===== src/sv/vsr_pkg.sv =====
// shared types and constants for the ventilation setpoint regulator
// no dependencies

`default_nettype none

package vsr_pkg;

    // saturation limits
    localparam int unsigned PRESSURE_MAX = 125;
    localparam int unsigned SPEED_MAX    = 1000;

    // knob step sizes
    localparam int unsigned PA_STEP      = 1;
    localparam int unsigned SPEED_STEP   = 10;

    // field widths
    localparam int unsigned CMD_W   = 3;
    localparam int unsigned TIME_W  = 32;
    localparam int unsigned RAW_W   = 16;
    localparam int unsigned SPEED_W = 10;
    localparam int unsigned PA_W    = 7;
    localparam int unsigned IDX_W   = 2;

    // event codes
    localparam logic [CMD_W-1:0] CMD_TICK   = 3'd0;
    localparam logic [CMD_W-1:0] CMD_UP     = 3'd1;
    localparam logic [CMD_W-1:0] CMD_DOWN   = 3'd2;
    localparam logic [CMD_W-1:0] CMD_SET    = 3'd3;
    localparam logic [CMD_W-1:0] CMD_BACK   = 3'd4;
    localparam logic [CMD_W-1:0] CMD_TOGGLE = 3'd5;

    // register indexes
    localparam logic [IDX_W-1:0] REG_ADJUST_INTERVAL = 2'd0;
    localparam logic [IDX_W-1:0] REG_MIN_TARGET      = 2'd1;
    localparam logic [IDX_W-1:0] REG_DEAD_BAND       = 2'd2;

    // register reset values
    localparam logic [TIME_W-1:0] ADJUST_INTERVAL_RST = 32'd1000000;
    localparam logic [PA_W-1:0]   MIN_TARGET_RST      = 7'd0;
    localparam logic [PA_W-1:0]   DEAD_BAND_RST       = 7'd1;

    // raw / 240 = (|raw| >> 4) / 15, the /15 as multiply by 2185 >> 15
    localparam int unsigned RECIP_15     = 2185;
    localparam int unsigned RECIP_SHIFT  = 15;

    // fan command from the control law
    typedef struct packed {
        logic               write;
        logic [SPEED_W-1:0] speed;
    } fan_cmd_t;

endpackage

`default_nettype wire


===== src/sv/vsr_fan_law.sv =====
// proportional fan law with dead band for an auto-mode tick
// depends on vsr_pkg

`default_nettype none

module vsr_fan_law (
    input  wire logic [vsr_pkg::PA_W-1:0]    target_pa,
    input  wire logic [vsr_pkg::PA_W-1:0]    min_target,
    input  wire logic [vsr_pkg::PA_W-1:0]    dead_band,
    input  wire logic [vsr_pkg::RAW_W-1:0]   raw_pressure,
    input  wire logic [vsr_pkg::SPEED_W-1:0] fan_speed_now,
    output vsr_pkg::fan_cmd_t                cmd
);

    logic [15:0]        raw_mag;
    logic [11:0]        raw_div16;
    logic [23:0]        prod;
    logic [7:0]         pa_mag;
    logic signed [10:0] pa;
    logic signed [10:0] err;
    logic [9:0]         err_mag;
    logic signed [13:0] five_err;
    logic signed [13:0] sum;
    logic [9:0]         sat_speed;
    logic               over_band;

    // magnitude of the reading, truncation toward zero follows from dividing it
    assign raw_mag   = raw_pressure[15] ? (~raw_pressure + 16'd1) : raw_pressure;
    assign raw_div16 = raw_mag[15:4];
    assign prod      = {12'd0, raw_div16} * 24'(vsr_pkg::RECIP_15);
    assign pa_mag    = 8'(prod >> vsr_pkg::RECIP_SHIFT);
    assign pa        = raw_pressure[15] ? -$signed({3'b000, pa_mag}) : $signed({3'b000, pa_mag});

    assign err       = $signed({4'b0000, target_pa}) - pa;
    assign err_mag   = err[10] ? 10'(-err) : err[9:0];
    assign over_band = err_mag > {3'b000, dead_band};

    assign five_err  = $signed({{3{err[10]}}, err}) + $signed({err[10], err, 2'b00});
    assign sum       = $signed({4'b0000, fan_speed_now}) + five_err;

    always_comb
    begin
        if (sum[13])
            sat_speed = '0;
        else if (sum > 14'(vsr_pkg::SPEED_MAX))
            sat_speed = 10'(vsr_pkg::SPEED_MAX);
        else
            sat_speed = sum[9:0];
    end

    always_comb
    begin
        if (target_pa > min_target)
        begin
            cmd.write = over_band;
            cmd.speed = over_band ? sat_speed : '0;
        end
        else
        begin
            // target at or below minimum: stop the fan
            cmd.write = (fan_speed_now != '0);
            cmd.speed = '0;
        end
    end

endmodule

`default_nettype wire


===== src/sv/ventilation_setpoint_regulator.sv =====
// top level of the ventilation setpoint regulator: input register, event
// processing with the setpoint state, result register; depends on vsr_pkg, vsr_fan_law

// Each input beat is one event (tick, knob up/down, set, back, mode toggle) and
// yields exactly one result beat carrying the fan command and the state after the
// event. An event is captured in an input register, processed by short logic that
// also updates the setpoint state, and moves into a result register when that
// register is free or draining; one event per cycle is sustained while out_ready
// stays high. The state update at the result register is the only loop, so a new
// event can enter every cycle. in_ready drops only while both the input and the
// result register are full and the result is not taken. The configuration port
// is always ready; registers should be written only while no events are in
// flight. The raw sensor reading is turned into pascal by a constant reciprocal
// multiply (divide by 240, truncated toward zero).

`default_nettype none

module ventilation_setpoint_regulator (
    input  wire logic                          clk,
    input  wire logic                          rst_n,
    // event channel
    input  wire logic                          in_valid,
    output      logic                          in_ready,
    input  wire logic [vsr_pkg::CMD_W-1:0]     command,
    input  wire logic [vsr_pkg::TIME_W-1:0]    now_us,
    input  wire logic [vsr_pkg::RAW_W-1:0]     raw_pressure,
    input  wire logic [vsr_pkg::SPEED_W-1:0]   fan_speed_now,
    // result channel
    output      logic                          out_valid,
    input  wire logic                          out_ready,
    output      logic                          fan_write,
    output      logic [vsr_pkg::SPEED_W-1:0]   fan_command,
    output      logic                          auto_mode,
    output      logic [vsr_pkg::PA_W-1:0]      pressure_target,
    output      logic [vsr_pkg::SPEED_W-1:0]   fan_target,
    output      logic [vsr_pkg::PA_W-1:0]      pending_pressure,
    output      logic [vsr_pkg::SPEED_W-1:0]   pending_fan,
    // configuration write channel
    input  wire logic                          cfg_valid,
    output      logic                          cfg_ready,
    input  wire logic [vsr_pkg::IDX_W-1:0]     cfg_index,
    input  wire logic [vsr_pkg::TIME_W-1:0]    cfg_data
);

    // configuration registers
    logic [vsr_pkg::TIME_W-1:0]  adjust_interval_reg;
    logic [vsr_pkg::PA_W-1:0]    min_target_reg;
    logic [vsr_pkg::PA_W-1:0]    dead_band_reg;

    // input register
    logic                        in_valid_reg;
    logic [vsr_pkg::CMD_W-1:0]   cmd_reg;
    logic [vsr_pkg::TIME_W-1:0]  now_reg;
    logic [vsr_pkg::RAW_W-1:0]   raw_reg;
    logic [vsr_pkg::SPEED_W-1:0] fan_now_reg;

    // setpoint state
    logic                        auto_reg,        auto_next;
    logic [vsr_pkg::PA_W-1:0]    target_pa_reg,   target_pa_next;
    logic [vsr_pkg::SPEED_W-1:0] target_spd_reg,  target_spd_next;
    logic [vsr_pkg::PA_W-1:0]    edit_pa_reg,     edit_pa_next;
    logic [vsr_pkg::SPEED_W-1:0] edit_spd_reg,    edit_spd_next;
    logic [vsr_pkg::TIME_W-1:0]  last_adjust_reg, last_adjust_next;

    // result register
    logic                        out_valid_reg;
    logic                        fan_write_reg,   fan_write_next;
    logic [vsr_pkg::SPEED_W-1:0] fan_cmd_reg,     fan_cmd_next;

    logic                        advance;
    logic                        interval_passed;
    logic [vsr_pkg::TIME_W-1:0]  elapsed;
    logic [vsr_pkg::SPEED_W:0]   spd_up;
    logic [vsr_pkg::SPEED_W-1:0] fan_now_sat;
    vsr_pkg::fan_cmd_t           law_cmd;

    // event moves into the result register when that slot is free or draining
    assign advance   = in_valid_reg && (!out_valid_reg || out_ready);
    assign in_ready  = !in_valid_reg || advance;
    assign cfg_ready = 1'b1;

    vsr_fan_law u_law (
        .target_pa     (target_pa_reg),
        .min_target    (min_target_reg),
        .dead_band     (dead_band_reg),
        .raw_pressure  (raw_reg),
        .fan_speed_now (fan_now_reg),
        .cmd           (law_cmd)
    );

    // wrap-safe elapsed time since the last automatic adjustment
    assign elapsed         = now_reg - last_adjust_reg;
    assign interval_passed = elapsed > adjust_interval_reg;

    assign spd_up      = {1'b0, edit_spd_reg} + 11'(vsr_pkg::SPEED_STEP);
    assign fan_now_sat = (fan_now_reg > 10'(vsr_pkg::SPEED_MAX)) ?
                         10'(vsr_pkg::SPEED_MAX) : fan_now_reg;

    // event processing
    always_comb
    begin
        auto_next        = auto_reg;
        target_pa_next   = target_pa_reg;
        target_spd_next  = target_spd_reg;
        edit_pa_next     = edit_pa_reg;
        edit_spd_next    = edit_spd_reg;
        last_adjust_next = last_adjust_reg;
        fan_write_next   = 1'b0;
        fan_cmd_next     = '0;
        unique case (cmd_reg)
            vsr_pkg::CMD_TICK:
            begin
                if (auto_reg)
                begin
                    if (interval_passed)
                    begin
                        last_adjust_next = now_reg;
                        fan_write_next   = law_cmd.write;
                        fan_cmd_next     = law_cmd.speed;
                    end
                end
                else if (target_spd_reg != fan_now_reg)
                begin
                    // manual mode applies the latched speed
                    fan_write_next = 1'b1;
                    fan_cmd_next   = target_spd_reg;
                end
            end
            vsr_pkg::CMD_UP:
            begin
                if (auto_reg)
                begin
                    if (edit_pa_reg < 7'(vsr_pkg::PRESSURE_MAX))
                        edit_pa_next = edit_pa_reg + 7'(vsr_pkg::PA_STEP);
                end
                else if (spd_up > 11'(vsr_pkg::SPEED_MAX))
                    edit_spd_next = 10'(vsr_pkg::SPEED_MAX);
                else
                    edit_spd_next = spd_up[vsr_pkg::SPEED_W-1:0];
            end
            vsr_pkg::CMD_DOWN:
            begin
                if (auto_reg)
                begin
                    if (edit_pa_reg != '0)
                        edit_pa_next = edit_pa_reg - 7'(vsr_pkg::PA_STEP);
                end
                else if (edit_spd_reg < 10'(vsr_pkg::SPEED_STEP))
                    edit_spd_next = '0;
                else
                    edit_spd_next = edit_spd_reg - 10'(vsr_pkg::SPEED_STEP);
            end
            vsr_pkg::CMD_SET:
            begin
                if (auto_reg)
                    target_pa_next = edit_pa_reg;
                else
                    target_spd_next = edit_spd_reg;
            end
            vsr_pkg::CMD_BACK:
            begin
                if (auto_reg)
                    edit_pa_next = target_pa_reg;
                else
                    edit_spd_next = target_spd_reg;
            end
            vsr_pkg::CMD_TOGGLE:
            begin
                // flip mode, reload both pending values and take the saturated current speed as fan target
                auto_next       = !auto_reg;
                edit_pa_next    = target_pa_reg;
                edit_spd_next   = fan_now_sat;
                target_spd_next = fan_now_sat;
            end
            default:
            begin
                // unused codes leave everything as is
            end
        endcase
    end

    // configuration registers
    always_ff @(posedge clk or negedge rst_n)
    begin
        if (!rst_n)
        begin
            adjust_interval_reg <= vsr_pkg::ADJUST_INTERVAL_RST;
            min_target_reg      <= vsr_pkg::MIN_TARGET_RST;
            dead_band_reg       <= vsr_pkg::DEAD_BAND_RST;
        end
        else if (cfg_valid && cfg_ready)
        begin
            if (cfg_index == vsr_pkg::REG_ADJUST_INTERVAL)
                adjust_interval_reg <= cfg_data;
            else if (cfg_index == vsr_pkg::REG_MIN_TARGET)
                min_target_reg <= cfg_data[vsr_pkg::PA_W-1:0];
            else if (cfg_index == vsr_pkg::REG_DEAD_BAND)
                dead_band_reg <= cfg_data[vsr_pkg::PA_W-1:0];
        end
    end

    // input register
    always_ff @(posedge clk or negedge rst_n)
    begin
        if (!rst_n)
            in_valid_reg <= 1'b0;
        else if (in_valid && in_ready)
            in_valid_reg <= 1'b1;
        else if (advance)
            in_valid_reg <= 1'b0;
    end

    always_ff @(posedge clk)
    begin
        if (in_valid && in_ready)
        begin
            cmd_reg     <= command;
            now_reg     <= now_us;
            raw_reg     <= raw_pressure;
            fan_now_reg <= fan_speed_now;
        end
    end

    // setpoint state and result valid
    always_ff @(posedge clk or negedge rst_n)
    begin
        if (!rst_n)
        begin
            auto_reg        <= 1'b1;
            target_pa_reg   <= '0;
            target_spd_reg  <= '0;
            edit_pa_reg     <= '0;
            edit_spd_reg    <= '0;
            last_adjust_reg <= '0;
            out_valid_reg   <= 1'b0;
        end
        else
        begin
            if (advance)
            begin
                auto_reg        <= auto_next;
                target_pa_reg   <= target_pa_next;
                target_spd_reg  <= target_spd_next;
                edit_pa_reg     <= edit_pa_next;
                edit_spd_reg    <= edit_spd_next;
                last_adjust_reg <= last_adjust_next;
                out_valid_reg   <= 1'b1;
            end
            else if (out_ready)
                out_valid_reg <= 1'b0;
        end
    end

    always_ff @(posedge clk)
    begin
        if (advance)
        begin
            fan_write_reg <= fan_write_next;
            fan_cmd_reg   <= fan_cmd_next;
        end
    end

    // state registers hold the post-event values shown with each result beat
    assign out_valid        = out_valid_reg;
    assign fan_write        = fan_write_reg;
    assign fan_command      = fan_cmd_reg;
    assign auto_mode        = auto_reg;
    assign pressure_target  = target_pa_reg;
    assign fan_target       = target_spd_reg;
    assign pending_pressure = edit_pa_reg;
    assign pending_fan      = edit_spd_reg;

endmodule

`default_nettype wire


===== config.mk =====
export PLATFORM = sky130hd
export DESIGN_NAME = ventilation_setpoint_regulator
export DESIGN_NICKNAME = d
export VERILOG_FILES = /design/src/sv/vsr_pkg.sv /design/src/sv/vsr_fan_law.sv /design/src/sv/ventilation_setpoint_regulator.sv
export SDC_FILE = /design/constraint.sdc
export NUM_CORES = 1
export LEC_CHECK = 0
export CORE_MARGIN = 5
export CORE_UTILIZATION = 45
export DETAILED_ROUTE_END_ITERATION = 8
export DONT_BUFFER_PORTS = 1
export MAX_ROUTING_LAYER = met4
export SYNTH_ARGS = -nofsm -noshare
export SYNTH_HDL_FRONTEND = slang
export SYNTH_SLANG_ARGS = --single-unit

===== constraint.sdc =====
create_clock -name clk -period 11.8 [get_ports clk]
set_input_delay 2.36 -clock clk [delete_from_list [all_inputs] [get_ports clk]]
set_output_delay 2.36 -clock clk [all_outputs]
set_load 0.05 [all_outputs]

==> Yosys cells after proc, flatten, opt, wreduce, memory -nomap -nowiden <==
Cells that the tools add are included.
{ "totals": {"reg_bits": 187, "input_bits": 100, "output_inout_bits": 49, "wordCells": 113} }
{ "op_classes": {"n_addsub": 11, "mul": 1, "order_cmp": 8, "eq_ne": 17, "mux": 32, "bitwise_logic": 3, "reduce_logical": 24} }
{ "op_table": {"columns": ["op", "n"], "rows": [
  ["$mux W10", 14],
  ["$pmux W10 S4", 1],
  ["$mux W7", 5],
  ["$gt A32 B32 Y1", 1],
  ["$sub A32 B32 Y32", 1],
  ["$pmux W7 S4", 1],
  ["$mul A12 B12 Y23 const B", 1],
  ["$mux W11", 2],
  ["$pmux W10 S2", 1],
  ["$ne A2 B2 Y1 const B", 9],
  ["$add A16 B1 Y16 const B", 1],
  ["$mux W16", 1],
  ["$not A16 Y16", 1],
  ["$add A11 B13 Y14", 1],
  ["$add A11 B14 Y14", 1],
  ["$gt A14 B10 Y1 const B", 1],
  ["$add A10 B4 Y11 const B", 1],
  ["$gt A11 B10 Y1 const B", 1],
  ["$neg A8 Y11", 1],
  ["$sub A8 B11 Y11", 1],
  ["$gt A10 B10 Y1 const B", 1],
  ["$gt A10 B7 Y1", 1],
  ["$lt A10 B4 Y1 const B", 1],
  ["$ne A10 B10 Y1", 1],
  ["27 further kinds", 46]
]} }

==> Longest topological paths before layout <==
{ "logic_depth": {"ltp_word": 16, "mapped_depth": 48, "ltp_nobuf": 45} }

==> Modules after synthesis <==
Synthesis repeated with hierarchy kept, for this count alone.
{ "hier_totals": {"cells_unflattened": 1464, "area_unflattened_um2": 14218.6} }
{ "by_module_without_submodules": {"columns": ["mod", "n_inst", "cells_each", "area_each_um2", "seq_area_each_um2"], "rows": [
  ["ventilation_setpoint_regulator", 1, 966, 10219.8, 5051.1],
  ["vsr_fan_law", 1, 498, 3998.8, 0.0]
]} }

==> Worst setup path before layout <==
Ideal clock, no wire load.
{ "synth_timing": {"kind": "register to register", "from": "reg raw_reg[0] (netlist bit)", "to": "reg fan_cmd_reg (netlist bit fan_command[9]), data pin", "arrival_time_ns": 10.053, "required_time_ns": 11.543, "setup_slack_ns": 1.490, "stages_incl_launch_ff": 46, "path_buffers": 3, "cell_sequence": "edfxtp_1 or4_4 or3_1 buf_2 nand2b_1 o21ai_0 xor2_1 inv_1 ha_1 ha_1 ha_1 ha_1 ha_1 clkbuf_1 and4_1 or3b_2 a2111oi_2 nor3_1 [10 not listed] o21ai_0 a21boi_0 or2_2 a21o_1 xnor3_1 fa_1 inv_1 ha_1 or3_1 o22ai_1 o21bai_1 o21ai_0 nor3_1 a31o_2 nand4_1 o21ai_2 o21ai_0 a32o_1"} }
{ "synth_via": {"elab_chain_cells": 16} }
{ "synth_rtl": {"columns": ["item", "line_no", "text"], "rows": [
  ["from (decl)", "ventilation_setpoint_regulator.sv:54", "logic [vsr_pkg::RAW_W-1:0] raw_reg;"],
  ["from (signal assigned)", "ventilation_setpoint_regulator.sv:219", "raw_reg <= raw_pressure;"],
  ["$not A16 Y16 *", "vsr_fan_law.sv:28", "assign raw_mag = raw_pressure[15] ? (~raw_pressure + 16'd1) : raw_pressure;"],
  ["$add A16 B1 Y16 *", "vsr_fan_law.sv:28", null],
  ["$mux W16 *", "vsr_fan_law.sv:28", null],
  ["$mul A12 B12 Y23 *", "vsr_fan_law.sv:30", "assign prod = {12'd0, raw_div16} * 24'(vsr_pkg::RECIP_15);"],
  ["$neg A8 Y11", "vsr_fan_law.sv:32", "assign pa = raw_pressure[15] ? -$signed({3'b000, pa_mag}) : $signed({3'b000, pa_mag});"],
  ["$mux W11 *", "vsr_fan_law.sv:32", null],
  ["$sub A8 B11 Y11 *", "vsr_fan_law.sv:34", "assign err = $signed({4'b0000, target_pa}) - pa;"],
  ["$add A11 B13 Y14", "vsr_fan_law.sv:38", "assign five_err = $signed({{3{err[10]}}, err}) + $signed({err[10], err, 2'b00});"],
  ["$add A11 B14 Y14", "vsr_fan_law.sv:39", "assign sum = $signed({4'b0000, fan_speed_now}) + five_err;"],
  ["$gt A14 B10 Y1", "vsr_fan_law.sv:45", "else if (sum > 14'(vsr_pkg::SPEED_MAX))"],
  ["$mux W10", "vsr_fan_law.sv:45", null],
  ["$mux W10", "vsr_fan_law.sv:43", "if (sum[13])"],
  ["$mux W10 *", "vsr_fan_law.sv:56", "cmd.speed = over_band ? sat_speed : '0;"],
  ["$mux W11 *", "vsr_fan_law.sv:53", "if (target_pa > min_target)"],
  ["$mux W10 *", "ventilation_setpoint_regulator.sv:115", "if (interval_passed)"],
  ["$mux W10 *", "ventilation_setpoint_regulator.sv:113", "if (auto_reg)"],
  ["to (signal assigned)", "ventilation_setpoint_regulator.sv:259", "fan_cmd_reg <= fan_cmd_next;"],
  ["to (decl)", "ventilation_setpoint_regulator.sv:68", "logic [vsr_pkg::SPEED_W-1:0] fan_cmd_reg, fan_cmd_next;"]
]} }
Every way passes the cells marked *; elsewhere a longest branch is shown, timed or not.
A chain may end at the register's enable or synchronous reset.

==> Final worst setup path <==
Ends and elaborated chain as after synthesis.

==> out/metrics.cfg <==
[run_status]
status=finished clean

[worst_hold_path]
hold_depth=1
hold_path_class=reg2reg
hold_path_end=out_valid$_DFFE_PN0P_
hold_start=in_valid_reg$_DFFE_PN0P_

[routing]
drt_iter0_markers=664
drc=0
final_antenna_net_count=0
first_pass_iters=5
viasPerCell=5.64
wl_per_cell_um=18.1
vias=10400
wl_um=33500

[floorplan]
die_area_um2=34600
ios=149
core_area_um2=30600
num_rows=64
start_util_pct=45.6
fp.dieW_um=186
die_h_um=186

[setup_path]
rr_endpoint=fan_command[9]$_SDFFCE_PP0P_
cp_slowest_cell=or4_4
crit_top_cell=ha_1
reg2reg_from=raw_reg[0]$_DFFE_PP_
end_kind=flip-flop
cp.required_ps=12000
reg2reg_depth=41
path_max_fanout=7
cp-start-kind=flip-flop
cpPeakStageDelay_ps=570
reg2reg_slack_ps=800
crit_arrival_ps=11200
criticalPathCategory=reg2reg

[placed_design]
pre_cts_slack_ps=859
gp_congestion=0.876
io_buffers=0
placed_cells=1812
dp_hpwl_um=25900

[synthesis]
synth_top_area_share_pct=19.0
synth_edf_count=72
yosys_warnings=0
synth-seq-cells=187
netlist_instances=1450
synth_area_leader_cell=dfrtp_1
synth_area_leaders=dfrtp_1, edfxtp_1, ha_1, mux2_2, xnor2_1
netlist_area_um2=13900
async_reset_ff_share_pct=61.5
ys.flop_type=dfrtp_1
synth_nets=1735
synth-seq-area-share_pct=36.2
ys_types=86
syn_avg_cell_area_um2=9.62

[clocking]
cts_buffers=17
clkSinkCount=187
root_buffer=clkbuf_16
cts_htree_levels=4
cts_tree=yes
clk_path_buf_depth=2
postCtsHoldBufs=0
clk_latency_ps=460
clk_pin_slew_ps=80

[global_routing]
grtUsageTotal_pct=20.3
grt_pass1_wl_um=54300
grt_pass1_vias=10400
grt-ovfl-total=0
grt_max_degree=116
antenna_found_initial=2

[job]
maxCapViolations=0

[sta]
hold_viol_final=0
setup_viol=0
timing.fmax_ghz=0.0909
tightestPinTransition_ps=1200
period_share_pct=93.2
period_needed_ps=11000
maxSlewViolCount=0
maxSlewHeadroom_pct=19.1
worst_slack_ps=799
rsz0062_at_grt=no
skew_ps=19.0
fin_setup_tns_ps=0

[finish]
utilization_pct=48.9
final_cells=1847
drive_gt1_share_pct=8.90
nets=1721
area_growth_pct=7.21

==> Yosys cell counts (4+ instances only) <==
library cell / number
nor2b_1: 19
a32o_1: 6
edfxtp_1: 72
xnor2_1: 63
o31ai_1: 7
o21ai_0: 98
mux2i_1: 10
a211oi_1: 8
and3_1: 5
or2_2: 6
mux2_2: 52
ha_1: 166
o22ai_1: 9
o22a_1: 6
fa_1: 19
a211o_1: 4
o21a_1: 23
nand2b_1: 21
nor3_1: 29
xor2_1: 24
dfrtp_1: 106
o21ai_1: 5
nand3_1: 23
nand4_1: 19
a21boi_0: 5
o21bai_1: 8
nand3b_1: 6
a31oi_1: 11
buf_1: 5
or3_1: 9
or4_1: 5
a21oi_1: 101
nor4_1: 10
and2_1: 10
nand2_1: 103
inv_1: 144
a21o_1: 30
clkbuf_1: 34
a31o_2: 4
nor2_1: 80
o211ai_1: 10
dfstp_2: 9
==> worst max-delay path by stage <==
stage / slack [ps] / depth (start not counted) / end / startpoint
5_1_grt: 50 / 43 / fan_command[9]$_SDFFCE_PP0P_ / raw_reg[5]$_DFFE_PP_
4_1_cts: 850 / 41 / fan_command[9]$_SDFFCE_PP0P_ / raw_reg[0]$_DFFE_PP_
3_3_place_gp: 1160 / 42 / fan_command[9]$_SDFFCE_PP0P_ / raw_reg[0]$_DFFE_PP_
3_5_place_dp: 860 / 42 / fan_command[9]$_SDFFCE_PP0P_ / raw_reg[0]$_DFFE_PP_
2_1_floorplan: 1490 / 45 / fan_command[9]$_SDFFCE_PP0P_ / raw_reg[0]$_DFFE_PP_
6_report: 800 / 41 / fan_command[9]$_SDFFCE_PP0P_ / raw_reg[0]$_DFFE_PP_
==> area by class of cell <==
type	count	area, um^2
Fill cell	2914	15600
Multi-Input combinational cell	1076	8190
Sequential cell	187	5050
Inverter	145	544
Tap cell	396	495
Clock buffer	20	478
Clock inverter	12	115
Timing Repair Buffer	9	67.6
Antenna cell	2	5.00
==> kinds of logic (layout without fill, tap and decap cells) <==
group	Yosys count	after routing	share of synthesized area (%)
AOI/OAI and AO/OA	379	379	17.6
xor gates and xnor gates	89	89	5.79
adders and majority gates	185	185	17.6
buffers and inverters	187	186	5.08
DFF	187	187	36.2
muxes	62	62	4.92
other	1	3	0.0269
and+or+nand+nor	360	360	12.8
==> metrics by stage <==
step / hold slack, ps / instance area, um^2
after CTS: 496 / 14900
after global routing: 519 / 14900
after global placement: 465 / 14300
after floorplan: 449 / 13900
after detailed placement: 479 / 14300
final: 494 / 14900
==> cell usage in the layout, fill, tap and decap left out, types with 21 or more instances in the layout <==
cell      count
a21o_1       30
a21oi_1     101
dfrtp_1     106
edfxtp_1     72
ha_1        166
inv_1       144
mux2_2       52
nand2_1     103
nand2b_1     21
nand3_1      23
nor2_1       80
nor3_1       29
o21a_1       23
o21ai_0      98
xnor2_1      63
xor2_1       24
==> layer usage <==
layer	part of all wire [%]	vias up	track usage, %
li1	-	5179	-
met1	47	4965	27.0
met2	46	232	31.9
met3	4.2	44	3.54
met4	2.1	0	6.21
met5	0	-	-
==> worst max-delay path: cells and delay by family, from the launching register on <==
family	cells	cell delay, ps
AND/OR/NAND/NOR	13	3440
flip-flops	1	420
XOR/XNOR	4	1180
adder cells (fa/ha/maj)	8	2840
AO/OA/AOI/OAI	15	2830
buffers and inverters	1	40
==> what timing repair did <==
action	in CTS	in global routing
endpoints found under the setup margin	0	10
setup buffers	0	1
resized for setup	0	1
Power is left out: the tool's default activity adds up to more than one toggle a clock period on the data nets, which glitch-free logic cannot reach.
